$ cat src/hdl/assert_macros.svh
// Assertion macros shared by the handle allocator RTL.
// No dependencies; include by bare file name where assertions are written.
`ifndef ASSERT_MACROS_SVH
`define ASSERT_MACROS_SVH

// Property holds at every clock edge outside reset.
`define ASSERT_ALWAYS(label, prop, msg) \
   label: assert property (@(posedge clock) disable iff (reset) (prop)) else $error(msg);

// Antecedent in one cycle implies consequent in the next.
`define ASSERT_NEXT(label, ante, cons, msg) \
   label: assert property (@(posedge clock) disable iff (reset) (ante) |=> (cons)) \
      else $error(msg);

`endif

$ cat src/hdl/hfla_pkg.sv
// Package for the handle free-list allocator: sizes, codes and the structs
// passed between the engine and the top level. No dependencies.
package hfla_pkg;

   localparam int HANDLE_CAPACITY = 1024;
   localparam int HANDLE_W        = 11;
   localparam int IDX_W           = $clog2(HANDLE_CAPACITY);
   localparam logic [HANDLE_W-1:0] CAPACITY_H = HANDLE_W'(HANDLE_CAPACITY);

   typedef logic [HANDLE_W-1:0] handle_type;
   typedef logic [IDX_W-1:0]    idx_type;

   typedef enum logic {
      CMD_ALLOC   = 1'b0,
      CMD_RELEASE = 1'b1
   } cmd_type;

   typedef enum logic [1:0] {
      ST_OK        = 2'd0,
      ST_INVALID   = 2'd1,
      ST_DOUBLE    = 2'd2,
      ST_EXHAUSTED = 2'd3
   } status_type;

   typedef struct packed {
      cmd_type    cmd;
      handle_type handle;
   } req_type;

   typedef struct packed {
      handle_type new_handle;
      status_type status;
   } rsp_type;

   typedef struct packed {
      logic    en;
      idx_type addr;
      logic    data;
   } mark_wr_type;

   typedef struct packed {
      logic       en;
      idx_type    addr;
      handle_type data;
   } stack_wr_type;

endpackage

$ cat src/hdl/hfla_engine.sv
// Allocate/release decision, free count and fresh counter, with forwarding
// around the registered reads of the stack and mark RAMs. Uses hfla_pkg.
`include "assert_macros.svh"

module hfla_engine (
   input  logic                  clock,
   input  logic                  reset,
   input  logic                  fire,
   input  logic                  accept,
   input  hfla_pkg::idx_type     acc_idx,
   input  hfla_pkg::req_type     in_req,
   input  logic                  mark_rdata,
   input  hfla_pkg::handle_type  stack_rdata,
   output hfla_pkg::mark_wr_type  mark_wr,
   output hfla_pkg::stack_wr_type stack_wr,
   output hfla_pkg::idx_type     stack_raddr,
   output hfla_pkg::rsp_type     rsp
);
   import hfla_pkg::*;

   handle_type cnt_ff, cnt_in;
   handle_type fresh_ff, fresh_in;
   logic       mark_hit_ff, mark_hit_in;
   logic       mark_fwd_ff, mark_fwd_in;
   logic       top_byp_ff;
   handle_type top_byp_val_ff;
   handle_type top_val;
   logic       mark_val;
   handle_type got;
   status_type status;

   always_comb begin
      cnt_in   = cnt_ff;
      fresh_in = fresh_ff;
      got      = '0;
      status   = ST_OK;
      mark_wr  = '0;
      stack_wr = '0;
      // Newest stack top and mark, past writes the RAM read could not see
      top_val  = top_byp_ff ? top_byp_val_ff : stack_rdata;
      mark_val = mark_hit_ff ? mark_fwd_ff : mark_rdata;
      if (fire) begin
         unique case (in_req.cmd)
            CMD_ALLOC: begin
               priority if (cnt_ff != '0) begin
                  cnt_in = cnt_ff - HANDLE_W'(1);
                  got    = top_val;
               end else if (fresh_ff < CAPACITY_H) begin
                  fresh_in = fresh_ff + HANDLE_W'(1);
                  got      = fresh_ff + HANDLE_W'(1);
               end else begin
                  status = ST_EXHAUSTED;
               end
               if (status == ST_OK) begin
                  mark_wr = '{en: 1'b1, addr: IDX_W'(got - HANDLE_W'(1)), data: 1'b0};
               end
            end
            CMD_RELEASE: begin
               priority if (in_req.handle == '0 || in_req.handle > fresh_ff) begin
                  status = ST_INVALID;
               end else if (mark_val) begin
                  status = ST_DOUBLE;
               end else begin
                  mark_wr = '{en: 1'b1, addr: IDX_W'(in_req.handle - HANDLE_W'(1)),
                              data: 1'b1};
                  if (cnt_ff < CAPACITY_H) begin
                     stack_wr = '{en: 1'b1, addr: cnt_ff[IDX_W-1:0], data: in_req.handle};
                     cnt_in   = cnt_ff + HANDLE_W'(1);
                  end
               end
            end
            default: begin
               status = ST_INVALID;
            end
         endcase
      end
   end

   // Prefetch the new top entry for the next pop
   assign stack_raddr = IDX_W'(cnt_in - HANDLE_W'(1));
   assign rsp         = '{new_handle: got, status: status};

   // Catch a mark write landing on the same edge as the read for the next transaction
   always_comb begin
      mark_hit_in = mark_hit_ff;
      mark_fwd_in = mark_fwd_ff;
      if (accept) begin
         mark_hit_in = mark_wr.en && (mark_wr.addr == acc_idx);
         mark_fwd_in = mark_wr.data;
      end
   end

   always_ff @(posedge clock) begin
      if (reset) begin
         cnt_ff      <= '0;
         fresh_ff    <= '0;
         mark_hit_ff <= 1'b0;
         top_byp_ff  <= 1'b0;
      end else begin
         cnt_ff      <= cnt_in;
         fresh_ff    <= fresh_in;
         mark_hit_ff <= mark_hit_in;
         if (fire) begin
            top_byp_ff <= stack_wr.en;
         end
      end
   end

   always_ff @(posedge clock) begin
      mark_fwd_ff <= mark_fwd_in;
      if (fire) begin
         top_byp_val_ff <= stack_wr.data;
      end
   end

   `ASSERT_ALWAYS(a_count_le_fresh, cnt_ff <= fresh_ff, "free count above issued handles")
   `ASSERT_ALWAYS(a_fresh_le_cap, fresh_ff <= CAPACITY_H, "fresh counter beyond capacity")
   `ASSERT_ALWAYS(a_alloc_nonzero, mark_wr.en && !mark_wr.data |-> got != '0, "zero handle issued")
   `ASSERT_ALWAYS(a_exhaust, status == ST_EXHAUSTED |-> fresh_ff == CAPACITY_H, "exhausted early")
   `ASSERT_NEXT(a_push_top, fire && stack_wr.en, top_byp_ff && cnt_ff != '0, "push lost")

endmodule

$ cat config.mk
export PLATFORM = sky130hd
export DESIGN_NAME = hfla_engine
export DESIGN_NICKNAME = d
export VERILOG_FILES = /design/src/hdl/hfla_pkg.sv /design/src/hdl/hfla_engine.sv
export VERILOG_INCLUDE_DIRS = /design/src /design/src/hdl
export SDC_FILE = /design/constraint.sdc
export NUM_CORES = 1
export LEC_CHECK = 0
export BUFFER_PORTS_ARGS = -buffer_cell sky130_fd_sc_hd__buf_2
export CAP_MARGIN = 20
export CORE_MARGIN = 3
export CORE_UTILIZATION = 55
export CTS_CLUSTER_DIAMETER = 120
export DETAILED_ROUTE_END_ITERATION = 6
export GPL_ROUTABILITY_DRIVEN = 0
export HOLD_SLACK_MARGIN = 0.15
export PLACE_DENSITY = 0.93
export SETUP_SLACK_MARGIN = 0.3
export SYNTH_ARGS = -nofsm -noshare
export SYNTH_HDL_FRONTEND = slang
export SYNTH_SLANG_ARGS = --single-unit
$ cat constraint.sdc
create_clock -name clock -period 5.69 [get_ports clock]
set_input_delay 1.138 -clock clock [delete_from_list [all_inputs] [get_ports clock]]
set_output_delay 1.138 -clock clock [all_outputs]
set_load 0.05 [all_outputs]
==> flow_metrics.env, run 1 <==
export IMPL_drive_gt1_share_pct=28.69
export IMPL_critPathRequiredTime_ns=4.55
export IMPL_wire_per_inst_microns=22.08
export IMPL_ant_nets=0
export IMPL_clk_path_buf_depth=2
export IMPL_vias=4803
export IMPL_num_io_pins=95
export IMPL_hold_path_end="mark_hit_ff"
export IMPL_grt_pass1_vias=4425
export IMPL_slew_viol_final=0
export IMPL_dieArea_sq_um=7852
export IMPL_syn_avg_cell_area_sq_um=7.629
export IMPL_fin_setup_tns_ns=0
export IMPL_nFillCells=413
export IMPL_cts_max_level=2
export IMPL_min_path_cells=2
export IMPL_cpPeakStageDelay_ns=0.68
export IMPL_cp_cell_sequence="buf_2 -> ha_1 -> nand4_1 -> a311oi_4 -> nor3_2 -> a22o_1 -> a2bb2oi_4 -> ha_2 -> nand2_2 -> nor4_4 -> xor2_2 -> buf_6"
export IMPL_ys_ff_latch=36
export IMPL_use_met1_pct=41.03
export IMPL_antenna_found_initial=2
export IMPL_status="finished clean"
export IMPL_die_w_microns=88.61
export IMPL_place_area_sq_um=4436
export IMPL_nNetsFinal=652
export IMPL_hold_viol_final=0
export IMPL_finalSetupViolations=0
export IMPL_arrival_ns=4.31
export IMPL_syn2layout_area_growth_pct=28.37
export IMPL_cts_root_buf="clkbuf_8"
export IMPL_syn_inst=492
export IMPL_grt_max_degree=26
export IMPL_wl_microns=14900
export IMPL_cap_violations=0
export IMPL_tightest_slew_ns=0.8651
export IMPL_synth_top_area_share_pct=12.80
export IMPL_core_sq_um=6495
export IMPL_syn_cell_area_sq_um=3754
export IMPL_ff2ff_setup_slack_ns=1.75
export IMPL_busiest_layer="met2"
export IMPL_met3_usage_pct=6.797
export IMPL_die_h_microns=88.61
export IMPL_post_route_util_pct=74.19
export IMPL_crit_type="in2out"
export IMPL_grt_total_usage_pct=34.60
export IMPL_place_hpwl_microns=9563
export IMPL_multiInputGateArea_sq_um=2992
export IMPL_viasPerCell=7.116
export IMPL_cts_clk_slew_worst_paths_ns=0.10
export IMPL_slew_headroom_pct=40.84
export IMPL_use_met2_pct=55.06
export IMPL_regArea_sq_um=840.8
export IMPL_slowest_stage="a311oi_4"
export IMPL_reg2reg_depth=16
export IMPL_cts_tree="done"
export IMPL_cp_start_kind="primary input"
export IMPL_fmax_mhz=183.6
export IMPL_fin_crit_ns=5.447
export IMPL_initial_utilization_pct=57.79
export IMPL_grt_first_pass_wirelength_microns=21130
export IMPL_ys_flop_type="dfxtp_1"
export IMPL_drc=0
export IMPL_rows=29
export IMPL_synthDistinctLibCells=65
export IMPL_clkSinkCount=36
export IMPL_yosys_warnings=0
export IMPL_skew_ns=0.02393
export IMPL_synth_async_reset_ratio_pct=0
export IMPL_fin_crit_sh_pct=95.73
export IMPL_cts_buffers_inserted=5
export IMPL_rr_startpoint="cnt_ff[0]"
export IMPL_crit_fanout=8
export IMPL_synth_seq_area_share_pct=22.40
export IMPL_yosys_area_top_type="dfxtp_1"
export IMPL_hp_class="reg2reg"
export IMPL_dp_slack_ns=0.1476
export IMPL_synth_area_leaders="dfxtp_1 13%, edfxtp_1 9.6%, ha_1 6.3%, nor2_1 5.6%, xnor2_1 5.6%"
export IMPL_r2r_end="mark_hit_ff"
export IMPL_synth_nets=549
export IMPL_overflow=0
export IMPL_clk_latency_ns=0.32
export IMPL_worst_slack_ns=0.2427
export IMPL_rsz0062_at_grt="yes"
export IMPL_synth_edf_count=12
export IMPL_first_iter_violations=949
export IMPL_hp_start="mark_hit_ff"
export IMPL_final_area_sq_um=4818
export IMPL_drtPass1Iterations=7
export IMPL_io_buffers=94
export IMPL_crit_path_end_kind="primary output"
## metal layers
layer / wire length (microns) / vias up
li1: - / 1999
met1: 5001 / 2111
met2: 6533 / 516
met3: 1916 / 177
met4: 1451 / 0
met5: 0 / -
## worst max path at each step
| stage | startpoint | to | slack [ns] | cells after the start |
|---|---|---|---|---|
| 3_3_place_gp | in_req[0] | stack_raddr[6] | 0.27 | 14 |
| 5_1_grt | in_req[9] | stack_raddr[9] | 0.20 | 11 |
| 4_1_cts | in_req[0] | stack_raddr[6] | 0.27 | 14 |
| 3_5_place_dp | in_req[0] | stack_raddr[6] | 0.15 | 14 |
| 2_1_floorplan | in_req[0] | stack_raddr[6] | 0.15 | 12 |
| 6_report | in_req[9] | stack_raddr[6] | 0.24 | 12 |
## area by class of cell
| cell class | instances | area share [%] |
|---|---|---|
| Multi-Input combinational cell | 407 | 62.09 |
| Sequential cell | 36 | 17.45 |
| Timing Repair Buffer | 117 | 13.81 |
| Inverter | 28 | 2.233 |
| Tap cell | 77 | 1.999 |
| Clock buffer | 5 | 1.428 |
| Clock inverter | 3 | 0.8829 |
| Antenna cell | 2 | 0.1039 |
## sequential cells by signal, indices dropped and copies added (netlist names)
signal and flops:
mark_fwd_ff 1, cnt_ff 11, mark_hit_ff 1, fresh_ff 11, top_byp_ff 1, top_byp_val_ff 11
## synth_stat cells, types with 2 or more instances
master and instances:
xnor2_1 24, nor3b_1 4, mux2i_1 19, o21ai_0 14, xor2_1 18, a2111oi_0 2
nor4_1 13, nor2b_1 12, o31ai_1 2, a211oi_1 3, ha_1 19, nand2_1 39
edfxtp_1 12, or3_1 14, dfxtp_1 24, o21a_1 3, a21oi_1 32, o22ai_1 3
nor4_2 2, nand3_1 19, o21ai_1 3, a41o_1 2, a21o_1 5, clkbuf_1 17
mux2_2 3, o41ai_1 2, nor2_1 56, nand4_1 11, a31oi_1 6, buf_2 2
nand2b_1 2, a41oi_1 2, inv_1 26, or4_1 6, a22o_1 3, a2bb2oi_1 2
and3_1 4, and2_1 18, nor3_1 16, inv_2 2, o221ai_1 2
## kinds of logic (layout without fill, tap and decap cells)
| family | count (synthesis) | after routing | synth area share, % |
|---|---|---|---|
| other | 0 | 2 | 0 |
| and+or+nand+nor | 223 | 223 | 31.53 |
| AOI/OAI and AO/OA | 100 | 100 | 18.47 |
| xor gates and xnor gates | 43 | 43 | 10.23 |
| adders and majority gates | 19 | 19 | 6.333 |
| muxes | 22 | 22 | 5.967 |
| buffers and inverters | 49 | 153 | 5.067 |
| DFF | 36 | 36 | 22.40 |
## placed cells by master, fill, tap and decap left out, types with 15 or more instances in the layout
cell,instances
and2_1,18
nor2_1,55
buf_4,26
dfxtp_1,24
mux2i_1,19
inv_1,24
nor3_1,15
nand3_1,19
a21oi_1,31
xnor2_1,20
buf_2,88
nand2_1,38
## worst max-delay path: cells and delay by family
family	cells	cell delay [ns]
AO/OA/AOI/OAI	3	1.20
AND/OR/NAND/NOR	4	0.84
adder cells (fa/ha/maj)	2	0.61
buffers and inverters	2	0.32
XOR/XNOR	1	0.17
## repair_timing
| action | in CTS | in global routing |
|---|---|---|
| hold buffers | 0 | 0 |
| setup buffers | 0 | 9 |
| gates resized for setup | 16 | 20 |
| endpoints found under the setup margin | 5 | 9 |
| pin swaps | 2 | 14 |
## metrics by stage
step | hold WS [ns] | std cells
after floorplan | 0.4565 | 492
after global placement | 0.4831 | 656
after detailed placement | 0.4894 | 656
after CTS | 0.5036 | 664
after global routing | 0.5275 | 675
final | 0.5108 | 675
Power of run 1 is not shown: default switching activity piles up to over one toggle a cycle in this logic, so the estimate is an artifact.
==> run 2: changes to the inputs <==
PLACE_DENSITY = default   (was 0.93)
PLACE_DENSITY_LB_ADDON = 0.05   (was default)
==> run 2 against run 1 <==
- die area did not move
- clock skew fell by 0.020 ns
- register-to-register slack improved by 0.14 ns
- final area rose by 0.83%
- setup slack improved by 0.14 ns
- via count fell by 10%
- global-route usage fell by 2.4 points
- count of clock-buffer cells in the layout rose by 1
- cell count rose by 0.30%
- critical endpoint unchanged
- largest cell class unchanged
==> flow_metrics.env, run 2 (synthesized netlist as in run 1, its figures left out) <==
export IMPL_status="finished clean"
export IMPL_clk_latency_ns=0.30
export IMPL_syn2layout_area_growth_pct=29.43
export IMPL_multiInputGateArea_sq_um=2995
export IMPL_cp_cell_sequence="buf_2 -> ha_4 -> nand4_1 -> a21o_1 -> a311oi_4 -> nor3_4 -> a22o_1 -> a2bb2oi_4 -> ha_4 -> nand2_2 -> nor4_4 -> xor2_2 -> buf_6"
export IMPL_rows=29
export IMPL_cts_tree="done"
export IMPL_nFillCells=532
export IMPL_clk_path_buf_depth=2
export IMPL_core_sq_um=6495
export IMPL_fin_crit_sh_pct=93.31
export IMPL_cp_start_kind="primary input"
export IMPL_rsz0062_at_grt="yes"
export IMPL_tightest_slew_ns=0.8270
export IMPL_wl_microns=12800
export IMPL_slowest_stage="a311oi_4"
export IMPL_nNetsFinal=656
export IMPL_grt_pass1_vias=3920
export IMPL_crit_type="in2out"
export IMPL_place_hpwl_microns=9619
export IMPL_num_io_pins=95
export IMPL_ctsHoldBuffers=0
export IMPL_finalSetupViolations=0
export IMPL_cpPeakStageDelay_ns=0.54
export IMPL_regArea_sq_um=840.8
export IMPL_fin_crit_ns=5.309
export IMPL_r2r_end="mark_hit_ff"
export IMPL_cap_violations=0
export IMPL_die_w_microns=88.61
export IMPL_initial_utilization_pct=57.79
export IMPL_dieArea_sq_um=7852
export IMPL_drc=0
export IMPL_reg_top3="cnt_ff: 11 flops, fresh_ff: 11 flops, top_byp_val_ff: 11 flops"
export IMPL_cts_buffers_inserted=5
export IMPL_n_antenna_cell=0
export IMPL_ant_nets=0
export IMPL_skew_ns=0.004075
export IMPL_final_common_cell="buf_2"
export IMPL_grt_first_pass_wirelength_microns=19570
export IMPL_hp_start="mark_hit_ff"
export IMPL_cts_root_buf="clkbuf_8"
export IMPL_fmax_mhz=188.4
export IMPL_min_path_cells=2
export IMPL_rr_startpoint="cnt_ff[0]"
export IMPL_die_h_microns=88.61
export IMPL_first_iter_violations=517
export IMPL_viasPerCell=6.359
export IMPL_reg2reg_depth=16
export IMPL_crit_path_end_kind="primary output"
export IMPL_vias=4305
export IMPL_hold_path_end="mark_hit_ff"
export IMPL_grt_max_degree=26
export IMPL_hp_class="reg2reg"
export IMPL_slew_viol_final=0
export IMPL_critPathRequiredTime_ns=4.55
export IMPL_fin_setup_tns_ns=0
export IMPL_io_buffers=94
export IMPL_antenna_found_initial=0
export IMPL_drive_gt1_share_pct=28.83
export IMPL_cpMostUsedCell="ha_4"
export IMPL_overflow=0
export IMPL_ff2ff_setup_slack_ns=1.89
export IMPL_crit_fanout=8
export IMPL_clkSinkCount=36
export IMPL_hold_viol_final=0
export IMPL_grt_total_usage_pct=32.20
export IMPL_cts_clk_slew_worst_paths_ns=0.08
export IMPL_drtPass1Iterations=5
export IMPL_cts_max_level=2
export IMPL_arrival_ns=4.17
export IMPL_slew_headroom_pct=43.44
export IMPL_wire_per_inst_microns=18.90
export IMPL_final_cell_mix="88 x buf_2, 55 x nor2_1, 38 x nand2_1"
run 2: cell count changes in the layout (fill, tap and decap cells not counted), sizes merged:
cell,delta
buf,+5
bufinv,-1
clkinvlp,-1
diode,-2
inv,+1
run 2: timing repair:
| action | CTS | global route |
|---|---|---|
| pin swaps | 3 | 16 |
| gates resized for setup | 13 | 29 |
| setup endpoints to repair | 4 | 7 |
| setup buffers | 0 | 12 |
run 2: worst max path at each step:
stage	slack, ns	from	cells past startpoint	endpoint
after global placement	0.27	in_req[0]	14	stack_raddr[6]
after detailed placement	0.15	in_req[0]	14	stack_raddr[6]
after floorplan	0.15	in_req[0]	12	stack_raddr[6]
final	0.38	in_req[6]	13	stack_raddr[6]
after CTS	0.30	in_req[0]	14	stack_raddr[6]
after global routing	0.25	in_req[1]	13	stack_raddr[9]
run 2: final cells by class:
type / instances / share of cell area, %
repair buffers: 121 / 14.71
multi-input cells: 407 / 61.65
clock inverters: 2 / 0.2833
well taps: 77 / 1.983
clock buffers: 6 / 1.700
flip-flops and latches: 36 / 17.31
inverters: 28 / 2.369
run 2: stage by stage:
stage                     cell area (sq um)  setup slack [ns]  hold WS, ns  cells  util (%)
after floorplan                        3849            0.1497       0.4565    492         -
after global placement                 4443            0.2683       0.4721    657     68.41
after detailed placement               4443            0.1479       0.4843    657     68.41
after CTS                              4606            0.3002       0.4951    665     70.91
after global routing                   4858            0.2526       0.5523    677     74.80
final                                  4858            0.3809       0.4921    677     74.80
run 2: worst max-delay path, delay by kind of cell:
kind,cells,cell delay (ns)
AO/OA/AOI/OAI,4,1.31
XOR/XNOR,1,0.17
AND/OR/NAND/NOR,4,0.74
buffers and inverters,2,0.34
adder cells (fa/ha/maj),2,0.47
run 2: routing by layer:
metal | track usage, % | share of wire, % | up-vias
met3 | 6.238 | 10 | 65
met1 | 43.60 | 42 | 1963
met5 | 0 | 0 | -
met2 | 50.24 | 44 | 275
met4 | 13.32 | 4.4 | 0
li1 | - | - | 2002
Power of run 2 is left out for the same reason.
==> run 3: changes to the inputs <==
--- a/config.mk
+++ b/config.mk
@@ -20,2 +20,3 @@
 export SYNTH_HDL_FRONTEND = slang
 export SYNTH_SLANG_ARGS = --single-unit
+export TNS_END_PERCENT = 100
==> constraint.sdc (replaced) <==
create_clock -name clock -period 5.69 [get_ports clock]
set_input_delay 1.138 -clock clock [delete_from_list [all_inputs] [get_ports clock]]
set_output_delay 1.138 -clock clock [all_outputs]
set_load 0.1 [all_outputs]
==> run 3 against run 2 <==
- non-clock buffer count up 6
- setup slack worse by 0.015 ns
- register-to-register slack better by 0.04 ns
- fmax down 0.28%
- hold slack better by 0.0057 ns
- sequential share of layout area down 1.4 points
- final area up 9.0%
- cell count up 0.89%
- critical path type unchanged
==> flow_metrics.env, run 3 (synthesized netlist as in run 1, its figures left out) <==
export IMPL_final_cell_mix="68 x buf_2, 55 x nor2_1, 36 x nand2_1"
export IMPL_core_sq_um=6495
export IMPL_fin_crit_sh_pct=93.57
export IMPL_skew_ns=0.01128
export IMPL_whs_ns=0.4978
export IMPL_grt_total_usage_pct=31.72
export IMPL_ant_nets=0
export IMPL_cts_clk_slew_worst_paths_ns=0.08
export IMPL_hold_viol_final=0
export IMPL_crit_path_end_kind="primary output"
export IMPL_r2r_end="mark_hit_ff"
export IMPL_fmax_mhz=187.8
export IMPL_dieArea_sq_um=7852
export IMPL_place_hpwl_microns=9721
export IMPL_critPathRequiredTime_ns=4.55
export IMPL_clk_latency_ns=0.31
export IMPL_hp_class="reg2reg"
export IMPL_reg2reg_depth=16
export IMPL_setup_worst_path_end="stack_raddr[9]"
export IMPL_drtPass1Iterations=6
export IMPL_first_iter_violations=470
export IMPL_rsz0062_at_grt="yes"
export IMPL_rows=29
export IMPL_syn2layout_area_growth_pct=41.13
export IMPL_die_w_microns=88.61
export IMPL_tightest_slew_ns=0.8225
export IMPL_vias=4424
export IMPL_viasPerCell=6.477
export IMPL_drc=0
export IMPL_nFillCells=410
export IMPL_cap_violations=0
export IMPL_n_antenna_cell=0
export IMPL_crit_type="in2out"
export IMPL_slew_viol_final=0
export IMPL_reg_top3="cnt_ff: 11 flops, fresh_ff: 11 flops, top_byp_val_ff: 11 flops"
export IMPL_die_h_microns=88.61
export IMPL_cts_max_level=2
export IMPL_num_io_pins=95
export IMPL_fin_crit_ns=5.324
export IMPL_status="finished clean"
export IMPL_cp_start_kind="primary input"
export IMPL_nNetsFinal=662
export IMPL_grt_pass1_vias=3967
export IMPL_cts_root_buf="clkbuf_8"
export IMPL_cts_tree="done"
export IMPL_io_buffers=94
export IMPL_grt_first_pass_wirelength_microns=19460
export IMPL_initial_utilization_pct=57.79
export IMPL_cts_buffers_inserted=5
export IMPL_antenna_found_initial=0
export IMPL_clk_path_buf_depth=2
export IMPL_rr_startpoint="cnt_ff[0]"
export IMPL_finalSetupViolations=0
export IMPL_wl_microns=13130
export IMPL_overflow=0
export IMPL_cp_startpoint="in_req[1]"
export IMPL_ff2ff_setup_slack_ns=1.93
export IMPL_arrival_ns=4.19
export IMPL_clkSinkCount=36
export IMPL_wire_per_inst_microns=19.23
export IMPL_crit_fanout=7
export IMPL_drive_gt1_share_pct=30.03
export IMPL_final_common_cell="buf_2"
export IMPL_slew_headroom_pct=43.75
export IMPL_grt_max_degree=26
[run 3: changes by cell type in the layout (fill, tap and decap cells not counted), sizes merged]
cell,before,now
inv,29,28
buf,121,126
clkinvlp,0,1
clkinv,1,2
[run 3: how the worst min path moves through the flow]
stage	startpoint	to	slack, ns	depth (start not counted)
CTS	mark_hit_ff	mark_hit_ff	0.50	2
finish	mark_hit_ff	mark_hit_ff	0.50	2
floorplan	mark_hit_ff	mark_hit_ff	0.46	2
detailed placement	mark_hit_ff	mark_hit_ff	0.49	2
global placement	mark_hit_ff	mark_hit_ff	0.47	2
global route	mark_hit_ff	mark_hit_ff	0.52	2
[run 3: critical path, cell delays in order]
cell and delay (ns):
buf_12 0.12, inv_12 0.04, ha_4 0.12, or4b_4 0.47, or4_4 0.53, o21ai_4 0.17
buf_12 0.15, nor3_4 0.05, a31oi_4 0.24, xnor2_4 0.12, nor4_4 0.35, nand4_1 0.26
xnor2_4 0.23, buf_12 0.19
[run 3: layout make-up]
type	count	area (sq um)	area share, %
inverters	28	133.9	2.527
well taps	77	96.34	1.819
multi-input cells	407	3029	57.18
clock buffers	5	68.82	1.299
repair buffers	127	1109	20.93
clock inverters	3	20.02	0.3779
flip-flops and latches	36	840.8	15.87
[run 3: metal layers]
| layer | track usage [%] | part of all wire (%) | up-vias |
|---|---|---|---|
| li1 | - | - | 2020 |
| met3 | 5.493 | 11 | 56 |
| met5 | 0 | 0 | - |
| met4 | 12.23 | 3.4 | 0 |
| met1 | 41.57 | 39 | 2010 |
| met2 | 52.07 | 46 | 338 |
[run 3: repair_timing]
item                                    4_1_cts  5_1_grt
gates resized for setup                       3       22
hold buffers                                  0        0
pin swaps                                     2       15
setup buffers                                 1       13
gates cloned                                  0        0
endpoints found under the setup margin        3        8
[run 3: through the flow]
step / instance area (sq um) / setup slack, ns / setup TNS, ns / std cells / util, %
global placement: 4967 / 0.1636 / 0 / 661 / 76.48
finish: 5298 / 0.3661 / 0 / 683 / 81.56
floorplan: 3999 / -0.6866 / -5.172 / 492 / -
global route: 5298 / 0.2321 / 0 / 683 / 81.56
detailed placement: 4967 / 0.06659 / 0 / 661 / 76.48
CTS: 5081 / 0.2946 / 0 / 670 / 78.23
Power of run 3 is left out for the same reason.
